==> config.mk <==
export PLATFORM = sky130hd
export DESIGN_NAME = napot_region_protection_table_flat
export DESIGN_NICKNAME = d
export VERILOG_FILES = /design/src/design/nrpt_pkg.sv /design/src/design/nrpt_req_if.sv /design/src/design/nrpt_rsp_if.sv /design/src/design/nrpt_entry_mem.sv /design/src/design/nrpt_check.sv /design/src/design/napot_region_protection_table.sv /design/src/flat_wrapper.sv
export SDC_FILE = /design/constraint.sdc
export NUM_CORES = 1
export LEC_CHECK = 0
export BUFFER_PORTS_ARGS = -buffer_cell sky130_fd_sc_hd__buf_2
export CORE_UTILIZATION = 50
export CTS_BUF_LIST = sky130_fd_sc_hd__clkbuf_8
export DETAILED_ROUTE_END_ITERATION = 8
export GPL_TIMING_DRIVEN = 0
export PLACE_DENSITY = 0.66
export SETUP_SLACK_MARGIN = 0.3
export SYNTH_ARGS = -nofsm -noshare
export SYNTH_HDL_FRONTEND = slang
export SYNTH_SLANG_ARGS = --single-unit
==> constraint.sdc <==
create_clock -name clock -period 6.35 [get_ports clock]
set_input_delay 0.3175 -clock clock [delete_from_list [all_inputs] [get_ports clock]]
set_output_delay 0.3175 -clock clock [all_outputs]
set_load 0.01 [all_outputs]
==> src/design/nrpt_pkg.sv <==
// Package for the NAPOT region protection table.
// Holds field widths, command and status codes, entry layout and shared types.
// Depends on nothing; every other design file imports it.
package nrpt_pkg;

   localparam int CMD_W    = 2;
   localparam int IDX_IN_W = 8;
   localparam int PERM_W   = 8;
   localparam int BASE_W   = 38;
   localparam int SIZE_W   = 40;
   localparam int SUM_W    = 41;
   localparam int NAPOT_W  = 36;
   localparam int MODE_W   = 8;
   localparam int STATUS_W = 2;

   typedef logic [CMD_W-1:0]    cmd_type;
   typedef logic [STATUS_W-1:0] status_type;

   localparam cmd_type CMD_PROGRAM = 2'd0;
   localparam cmd_type CMD_LOCK    = 2'd1;
   localparam cmd_type CMD_CHECK   = 2'd2;

   localparam status_type ST_OK      = 2'd0;
   localparam status_type ST_DENIED  = 2'd1;
   localparam status_type ST_INVALID = 2'd2;

   localparam logic [MODE_W-1:0] MODE_RWX   = 8'h07;
   localparam logic [MODE_W-1:0] MODE_NAPOT = 8'h18;
   localparam logic [MODE_W-1:0] MODE_LOCK  = 8'h80;
   localparam int                MODE_LOCK_BIT = 7;

   localparam logic [SIZE_W-1:0] MIN_SIZE = 40'h10_0000_1000 & 40'h00_0000_1000;

   typedef struct packed {
      logic [MODE_W-1:0]  mode;
      logic [NAPOT_W-1:0] napot;
   } entry_type;

   typedef struct packed {
      logic      en;
      entry_type data;
   } mem_wr_type;

endpackage

==> src/design/nrpt_req_if.sv <==
// Command channel of the NAPOT region protection table.
// Uses the widths and codes of nrpt_pkg.
interface nrpt_req_if import nrpt_pkg::*; ();
   logic                valid;
   logic                ready;
   cmd_type             cmd;
   logic [IDX_IN_W-1:0] entry_index;
   logic [PERM_W-1:0]   perm;
   logic [BASE_W-1:0]   region_base;
   logic [SIZE_W-1:0]   region_size;

   modport source (output valid, cmd, entry_index, perm, region_base, region_size,
                   input ready);
   modport sink   (input valid, cmd, entry_index, perm, region_base, region_size,
                   output ready);
endinterface

==> src/design/nrpt_rsp_if.sv <==
// Result channel of the NAPOT region protection table.
// Uses the status type of nrpt_pkg.
interface nrpt_rsp_if import nrpt_pkg::*; ();
   logic       valid;
   logic       ready;
   status_type status;
   logic       access_ok;

   modport source (output valid, status, access_ok, input ready);
   modport sink   (input valid, status, access_ok, output ready);
endinterface

==> src/design/nrpt_entry_mem.sv <==
// Protection entry memory: one write port, one read port with registered data.
// Per-entry valid bits make unwritten entries read as zero. Uses nrpt_pkg.
module nrpt_entry_mem import nrpt_pkg::*; #(
   parameter int ENTRIES = 16,
   parameter int IDX_W   = 4
) (
   input  logic             clock,
   input  logic             reset,
   input  logic             rd_en,
   input  logic [IDX_W-1:0] rd_addr,
   input  mem_wr_type       wr,
   input  logic [IDX_W-1:0] wr_addr,
   output entry_type        rd_entry
);

   entry_type          entry_mem_ff [ENTRIES];
   logic [ENTRIES-1:0] valid_ff;
   entry_type          rd_data_ff;
   logic               rd_valid_ff;

   always_ff @(posedge clock) begin
      if (wr.en) begin
         entry_mem_ff[wr_addr] <= wr.data;
      end
      if (rd_en) begin
         rd_data_ff <= entry_mem_ff[rd_addr];
      end
   end

   always_ff @(posedge clock) begin
      if (reset) begin
         valid_ff    <= '0;
         rd_valid_ff <= 1'b0;
      end else begin
         if (wr.en) begin
            valid_ff[wr_addr] <= 1'b1;
         end
         if (rd_en) begin
            rd_valid_ff <= valid_ff[rd_addr];
         end
      end
   end

   // An entry never written since reset reads as all zeros.
   assign rd_entry = rd_valid_ff ? rd_data_ff : '0;

endmodule

==> src/design/nrpt_check.sv <==
// Region decode and span check for a check command.
// Decodes the NAPOT word by its trailing ones, registers the region bounds
// and the permission match, then compares the queried span. Uses nrpt_pkg.
module nrpt_check import nrpt_pkg::*; (
   input  logic              clock,
   input  logic              load,
   input  entry_type         entry,
   input  logic [PERM_W-1:0] perm,
   input  logic [BASE_W-1:0] base,
   input  logic [SUM_W-1:0]  sum,
   output logic              access_ok
);

   logic [NAPOT_W:0]   w_plus;
   logic [NAPOT_W:0]   ones;
   logic [NAPOT_W-1:0] low;
   logic [NAPOT_W:0]   span_m;
   logic [NAPOT_W+1:0] span_bit;
   logic [BASE_W-1:0]  rbase;
   logic [SIZE_W-1:0]  rsize;
   logic [SUM_W-1:0]   rlimit;
   logic               match;

   logic               match_ff;
   logic [BASE_W-1:0]  rbase_ff;
   logic [SUM_W-1:0]   rlimit_ff;

   always_comb begin
      // Mask of the trailing ones of the address word.
      w_plus   = {1'b0, entry.napot} + (NAPOT_W+1)'(1);
      ones     = w_plus ^ {1'b0, entry.napot};
      low      = ones[NAPOT_W:1];
      // One-hot bit at position t+1, giving a region size of 2^(t+3).
      span_m   = {low, 1'b1};
      span_bit = {span_m, 1'b1} ^ {1'b0, span_m};
      rbase    = {entry.napot & ~low, 2'b00};
      rsize    = {span_bit, 2'b00};
      rlimit   = {3'b000, rbase} + {1'b0, rsize};
      match    = ((entry.mode & MODE_RWX) == perm);
   end

   always_ff @(posedge clock) begin
      if (load) begin
         match_ff  <= match;
         rbase_ff  <= rbase;
         rlimit_ff <= rlimit;
      end
   end

   assign access_ok = match_ff && (base >= rbase_ff) && (sum <= rlimit_ff);

endmodule

==> src/design/napot_region_protection_table.sv <==
// NAPOT region protection table, top level.
// A result is loaded in S_CHECK after S_READ and waits while rsp_ch stalls.
// A new command is taken only in S_IDLE, after the read, modify and write-back
// sequence on the single read and write port of the entry memory is done.
// Reset: synchronous, active high; all entries read as zero afterwards through
// per-entry valid bits, so no clearing pass is needed. Uses nrpt_pkg.
module napot_region_protection_table import nrpt_pkg::*; #(
   parameter int ENTRIES = 16
) (
   input  logic       clock,
   input  logic       reset,
   nrpt_req_if.sink   req_ch,
   nrpt_rsp_if.source rsp_ch
);

   localparam int IDX_W = (ENTRIES > 1) ? $clog2(ENTRIES) : 1;

   localparam logic [1:0] S_IDLE  = 2'd0;
   localparam logic [1:0] S_READ  = 2'd1;
   localparam logic [1:0] S_CHECK = 2'd2;

   logic [1:0]         state_ff;
   logic [1:0]         state_in;

   cmd_type            cmd_ff;
   logic [IDX_W-1:0]   idx_ff;
   logic [PERM_W-1:0]  perm_ff;
   logic [BASE_W-1:0]  base_ff;
   logic [SUM_W-1:0]   sum_ff;
   logic [NAPOT_W-1:0] napot_new_ff;
   logic               in_range_ff;
   logic               prog_ok_ff;
   status_type         status_ff;
   status_type         status_in;
   logic               is_check_ff;
   logic               is_check_in;

   logic               rsp_valid_ff;
   status_type         rsp_status_ff;
   logic               rsp_ok_ff;

   logic               req_accept;
   logic               rsp_load;
   logic [SIZE_W-1:0]  size_m1;
   logic               in_range;
   logic               prog_ok;
   entry_type          rd_entry;
   mem_wr_type         mem_wr;
   logic               chk_ok;

   assign req_ch.ready = (state_ff == S_IDLE);
   assign req_accept   = req_ch.valid && req_ch.ready;
   assign rsp_load     = (state_ff == S_CHECK) && (!rsp_valid_ff || rsp_ch.ready);

   // Argument checks for a program command, done at the transfer.
   always_comb begin
      size_m1  = req_ch.region_size - SIZE_W'(1);
      in_range = ({1'b0, req_ch.entry_index} < (IDX_IN_W+1)'(ENTRIES));
      prog_ok  = (req_ch.region_base[2:0] == 3'b000) &&
                 (req_ch.region_size >= MIN_SIZE) &&
                 ((req_ch.region_size & size_m1) == '0) &&
                 ((req_ch.region_base & size_m1[BASE_W-1:0]) == '0);
   end

   always_ff @(posedge clock) begin
      if (req_accept) begin
         cmd_ff       <= req_ch.cmd;
         idx_ff       <= req_ch.entry_index[IDX_W-1:0];
         perm_ff      <= req_ch.perm;
         base_ff      <= req_ch.region_base;
         sum_ff       <= {3'b000, req_ch.region_base} + {1'b0, req_ch.region_size};
         napot_new_ff <= req_ch.region_base[BASE_W-1:2] | size_m1[NAPOT_W+2:3];
         in_range_ff  <= in_range;
         prog_ok_ff   <= prog_ok;
      end
   end

   nrpt_entry_mem #(
      .ENTRIES (ENTRIES),
      .IDX_W   (IDX_W)
   ) u_mem (
      .clock    (clock),
      .reset    (reset),
      .rd_en    (req_accept),
      .rd_addr  (req_ch.entry_index[IDX_W-1:0]),
      .wr       (mem_wr),
      .wr_addr  (idx_ff),
      .rd_entry (rd_entry)
   );

   // Read data is in hand during S_READ; decide the status and write back.
   always_comb begin
      status_in        = ST_INVALID;
      is_check_in      = 1'b0;
      mem_wr.en        = 1'b0;
      mem_wr.data      = rd_entry;
      if (in_range_ff) begin
         case (cmd_ff)
            CMD_PROGRAM: begin
               if (rd_entry.mode[MODE_LOCK_BIT]) begin
                  status_in = ST_DENIED;
               end else if (!prog_ok_ff) begin
                  status_in = ST_INVALID;
               end else begin
                  status_in              = ST_OK;
                  mem_wr.en              = (state_ff == S_READ);
                  mem_wr.data.mode       = (perm_ff & (MODE_RWX | MODE_LOCK)) | MODE_NAPOT;
                  mem_wr.data.napot      = napot_new_ff;
               end
            end
            CMD_LOCK: begin
               status_in        = ST_OK;
               mem_wr.en        = (state_ff == S_READ);
               mem_wr.data.mode = rd_entry.mode | MODE_LOCK;
            end
            CMD_CHECK: begin
               status_in   = ST_OK;
               is_check_in = 1'b1;
            end
            default: begin
               status_in = ST_INVALID;
            end
         endcase
      end
   end

   nrpt_check u_check (
      .clock     (clock),
      .load      (state_ff == S_READ),
      .entry     (rd_entry),
      .perm      (perm_ff),
      .base      (base_ff),
      .sum       (sum_ff),
      .access_ok (chk_ok)
   );

   always_ff @(posedge clock) begin
      if (state_ff == S_READ) begin
         status_ff   <= status_in;
         is_check_ff <= is_check_in;
      end
   end

   always_comb begin
      state_in = state_ff;
      case (state_ff)
         S_IDLE: begin
            if (req_accept) begin
               state_in = S_READ;
            end
         end
         S_READ: begin
            state_in = S_CHECK;
         end
         S_CHECK: begin
            if (rsp_load) begin
               state_in = S_IDLE;
            end
         end
         default: begin
            state_in = S_IDLE;
         end
      endcase
   end

   always_ff @(posedge clock) begin
      if (reset) begin
         state_ff     <= S_IDLE;
         rsp_valid_ff <= 1'b0;
      end else begin
         state_ff <= state_in;
         if (rsp_load) begin
            rsp_valid_ff <= 1'b1;
         end else if (rsp_ch.ready) begin
            rsp_valid_ff <= 1'b0;
         end
      end
   end

   always_ff @(posedge clock) begin
      if (rsp_load) begin
         rsp_status_ff <= status_ff;
         rsp_ok_ff     <= is_check_ff && chk_ok;
      end
   end

   assign rsp_ch.valid     = rsp_valid_ff;
   assign rsp_ch.status    = rsp_status_ff;
   assign rsp_ch.access_ok = rsp_ok_ff;

`ifndef NO_ASSERTIONS
   a_write_only_valid: assert property (@(posedge clock) disable iff (reset)
      mem_wr.en |-> (state_ff == S_READ) && in_range_ff &&
                    (cmd_ff == CMD_PROGRAM || cmd_ff == CMD_LOCK))
      else $error("entry write outside a valid program or lock command");

   a_no_write_locked: assert property (@(posedge clock) disable iff (reset)
      mem_wr.en && (cmd_ff == CMD_PROGRAM) |-> !rd_entry.mode[MODE_LOCK_BIT])
      else $error("program command wrote a locked entry");

   a_ok_implies_status: assert property (@(posedge clock) disable iff (reset)
      rsp_valid_ff && rsp_ok_ff |-> (rsp_status_ff == ST_OK))
      else $error("access granted with a failing status");

   a_accept_timing: assert property (@(posedge clock) disable iff (reset)
      req_accept |-> ##2 (state_ff == S_CHECK))
      else $error("command did not reach the check step in two cycles");
`endif

endmodule
==> src/flat_wrapper.sv <==
// flat-port wrapper written by rule: the top's interface ports become plain ports
module napot_region_protection_table_flat import nrpt_pkg::*;
#(
   parameter int ENTRIES = 16
)
  (clock, reset, req_ch_valid, req_ch_cmd, req_ch_entry_index, req_ch_perm, req_ch_region_base, req_ch_region_size, req_ch_ready, rsp_ch_valid, rsp_ch_status, rsp_ch_access_ok, rsp_ch_ready);
  nrpt_req_if req_ch_i ();
  nrpt_rsp_if rsp_ch_i ();
  input  logic clock;
  input  logic reset;
  input wire logic [$bits(req_ch_i.valid)-1:0] req_ch_valid;
  input wire logic [$bits(req_ch_i.cmd)-1:0] req_ch_cmd;
  input wire logic [$bits(req_ch_i.entry_index)-1:0] req_ch_entry_index;
  input wire logic [$bits(req_ch_i.perm)-1:0] req_ch_perm;
  input wire logic [$bits(req_ch_i.region_base)-1:0] req_ch_region_base;
  input wire logic [$bits(req_ch_i.region_size)-1:0] req_ch_region_size;
  output wire logic [$bits(req_ch_i.ready)-1:0] req_ch_ready;
  output wire logic [$bits(rsp_ch_i.valid)-1:0] rsp_ch_valid;
  output wire logic [$bits(rsp_ch_i.status)-1:0] rsp_ch_status;
  output wire logic [$bits(rsp_ch_i.access_ok)-1:0] rsp_ch_access_ok;
  input wire logic [$bits(rsp_ch_i.ready)-1:0] rsp_ch_ready;
  assign req_ch_i.valid = req_ch_valid;
  assign req_ch_i.cmd = req_ch_cmd;
  assign req_ch_i.entry_index = req_ch_entry_index;
  assign req_ch_i.perm = req_ch_perm;
  assign req_ch_i.region_base = req_ch_region_base;
  assign req_ch_i.region_size = req_ch_region_size;
  assign req_ch_ready = req_ch_i.ready;
  assign rsp_ch_valid = rsp_ch_i.valid;
  assign rsp_ch_status = rsp_ch_i.status;
  assign rsp_ch_access_ok = rsp_ch_i.access_ok;
  assign rsp_ch_i.ready = rsp_ch_ready;
  napot_region_protection_table #(.ENTRIES(ENTRIES)) u_core (.clock(clock), .reset(reset), .req_ch(req_ch_i), .rsp_ch(rsp_ch_i));
endmodule
==> impl_metrics.tcl <==
set metrics [dict create \
    setup_viol 0 \
    via_count 24827 \
    design_area_um2 47500 \
    rows 104 \
    grt_pass1_vias 25169 \
    avgViaCountPerCell 6.03 \
    synthArstFlopShare_pct 0 \
    ir_drop_uv 187 \
    ys_seq_elements 912 \
    mostFrequentLayoutCells "892 x edfxtp_1, 205 x mux4_2, 190 x ha_1, 181 x inv_1, 179 x nand2_1" \
    worstSetupPathType "reg2reg" \
    cap_violations 0 \
    hold_violations 0 \
    fmax_mhz 177 \
    crit_path_end_kind "flip-flop" \
    clock_tree.buffer_depth 3 \
    status "finished with violations" \
    tightestPinTransition_ps 1280 \
    crit_arrival_ps 6200 \
    max_stage_delay_ps 610 \
    critPathTopFamily "compound AO/OA/AOI/OAI gates" \
    die_area_um2 83000 \
    die_h_um 288 \
    synthesis.nets 2843 \
    portBuffers 102 \
    synth_compound_area_share_pct 5.51 \
    placed_area_um2 43900 \
    synthXorXnorAreaFrac_pct 1.39 \
    yosys_warnings 0 \
    critical_path.cell_chain "buf_2, clkbuf_2, clkbuf_2, clkdlybuf4s15_2, nand2_1, nor4_1, ha_1, a21oi_1, nand2_1, a2111oi_0, a22oi_1, a31oi_1, o21bai_4, a21o_1, a21o_1, a21oi_2, xor2_1" \
    yosys.cell_types.count 79 \
    wl_per_cell_um 26.2 \
    htree_levels 4 \
    synth_adder_area_share_pct 5.91 \
    start_util_pct 50.6 \
    dr.pass1.iters 9 \
    layout_commonest_cell "edfxtp_1" \
    synthMuxAreaShare_pct 11.3 \
    period_minus_slack_ps 5640 \
    tritoncts "done" \
    powerDensity_nw_per_um2 263 \
    ys.flop_type "edfxtp_1" \
    syn_inst 2551 \
    cts_root_buf "clkbuf_8" \
    grtUsageTotal_pct 26.5 \
    dieWidth_um 288 \
    startpoint_type "flip-flop" \
    max_slew_margin_pct 13.7 \
    syn_avg_cell_area_um2 16.0 \
    routed_wl_mm 108 \
    p_leak_nw 17.9 \
    crit_buf_inv 4 \
    rsz0062_at_grt "no" \
    drive_gt1_share_pct 20.3 \
    cts.sinks 912 \
    grt_overflow 0 \
    grt_max_degree 101 \
    postCtsSetupBuffers 0 \
    coreArea_um2 80800 \
    first_iter_violations 2691 \
    grt_antenna_before_repair 1 \
    place.gp.congestion 0.976 \
    ys_seq_area_share_pct 66.4 \
    synth-simple-area-share_pct 7.41 \
    synth_top_family_by_area "multiplexers" \
    fin_skew_ps 52.8 \
    grt_pass1_wl_mm 158 \
    power_mw 12.5 \
    fillCellCount 6084 \
    synth_edf_count 892 \
    fin_setup_tns_ps 0 \
    dpl.hpwl_mm 74.3 \
    violations "design-rule violations" \
    clk_latency_ps 810 \
    setup_slack_ps 709 \
    cp_slowest_cell "clkdlybuf4s15_2" \
    cts_made_buffers 148 \
    fin_nets 3234 \
    netlist_area_um2 40900 \
    post-route-period-util_pct 88.8 \
    path_clk_slew_ps 60 \
    drc_errors 15 \
    antenna_left 0 \
    dp_slack_ps -123 \
    cp_max_fo 10 \
    areaGrowthSynthToFinish_pct 16.0 \
    hold_path.class "in2reg" \
    required_ps 6910 \
    finalMaxSlewViolations 0 \
    ioPinCount 105 \
]
cell type report:
class / count / area (um2) / area share (%)
Buffer: 72 / 294 / 0.619
Clock inverter: 111 / 706 / 1.49
Antenna cell: 1 / 2.50 / 0.00527
Timing Repair Buffer: 241 / 2270 / 4.78
Clock buffer: 155 / 2130 / 4.49
Sequential cell: 912 / 27200 / 57.2
Tap cell: 1060 / 1330 / 2.79
Multi-Input combinational cell: 1423 / 13000 / 27.4
Inverter: 144 / 551 / 1.16
through the flow:
step                      instances  utilization, %  hold slack (ps)
final                          4119            58.8             77.3
after detailed placement       3782            54.4              409
after global placement         3713            52.9              407
after floorplan                2551               -              400
after global routing           4119            58.8             47.3
after CTS                      4116            58.7             2.34
state kept, by name (all words and copies together) (netlist names), 8 cells and up:
| name | flops |
|---|---|
| u_core.u_check.rbase_ff | 36 |
| u_core.u_mem.rd_data_ff | 40 |
| u_core.u_mem.entry_mem_ff | 640 |
| u_core.perm_ff | 8 |
| u_core.base_ff | 38 |
| u_core.u_mem.valid_ff | 16 |
| u_core.napot_new_ff | 36 |
| u_core.u_check.rlimit_ff | 38 |
| u_core.sum_ff | 41 |
synthesized netlist by cell type, types with 23 or more instances:
cell,count,area share [%]
nor2_1,132,1.2
a21o_1,53,0.97
nor4_1,25,0.38
or3_1,23,0.35
nand4_1,29,0.44
nand3_1,32,0.39
xnor2_1,41,0.88
edfxtp_1,892,65
xor2_1,24,0.51
o21ai_0,91,1.1
ha_1,190,5.8
clkbuf_1,51,0.47
nand2b_1,38,0.58
nor3_1,42,0.51
nand2_1,179,1.6
mux4_2,205,11
inv_1,144,1.3
a21oi_1,96,1.2
final timing paths:
kind,start,endpoint,slack (ps),depth (start not counted)
setup / recovery,u_core.u_mem.rd_valid_ff,u_core.u_check.rlimit_ff[38],710,17
hold / removal,req_ch_region_size[6],u_core.napot_new_ff[3],80,3
setup reg to reg,u_core.u_mem.rd_valid_ff,u_core.u_check.rlimit_ff[38],710,17
hold reg to reg,u_core.status_ff[0],u_core.rsp_ch.status[0],420,0
repair_timing:
item / CTS / global route
setup endpoints to repair: 8 / 6
hold endpoints to repair: 112 / 0
hold buffers: 68 / 0
resized for setup: 3 / 6
kinds of logic after synthesis:
| kind of cell | count (synthesis) |
|---|---|
| buffers and inverters | 216 |
| flip-flops | 912 |
| XOR/XNOR | 65 |
| other | 1 |
| AO/OA/AOI/OAI | 357 |
| adder cells (fa/ha/maj) | 192 |
| AND/OR/NAND/NOR | 601 |
| multiplexers | 207 |
report_power, final:
group          switching [mW]  total [mW]  internal [mW]  leakage (nW)
combinational           0.506       0.864          0.358          7.14
sequential             0.0727        6.77           6.69          9.16
clock                    2.40        4.88           2.48          1.58
total                    2.98        12.5           9.53          17.9
per-layer routing:
layer | share of wire, % | vias up | track usage (%)
met4 | 3.3 | 0 | 10.3
met2 | 48 | 1221 | 43.3
met5 | 0 | - | 0
met1 | 40 | 12483 | 35.6
li1 | - | 10879 | -
met3 | 8.1 | 244 | 4.48
worst register-to-register path: stages (launching register included):
cell	delay, ps
dfxtp_1	300
buf_2	210
clkbuf_2	410
clkbuf_2	450
clkdlybuf4s15_2	610
nand2_1	220
nor4_1	360
ha_1	380
a21oi_1	260
nand2_1	80
a2111oi_0	530
a22oi_1	280
a31oi_1	520
o21bai_4	180
a21o_1	210
a21o_1	170
a21oi_2	170
xor2_1	90
Note: power is estimated with default switching activity, not from simulation.
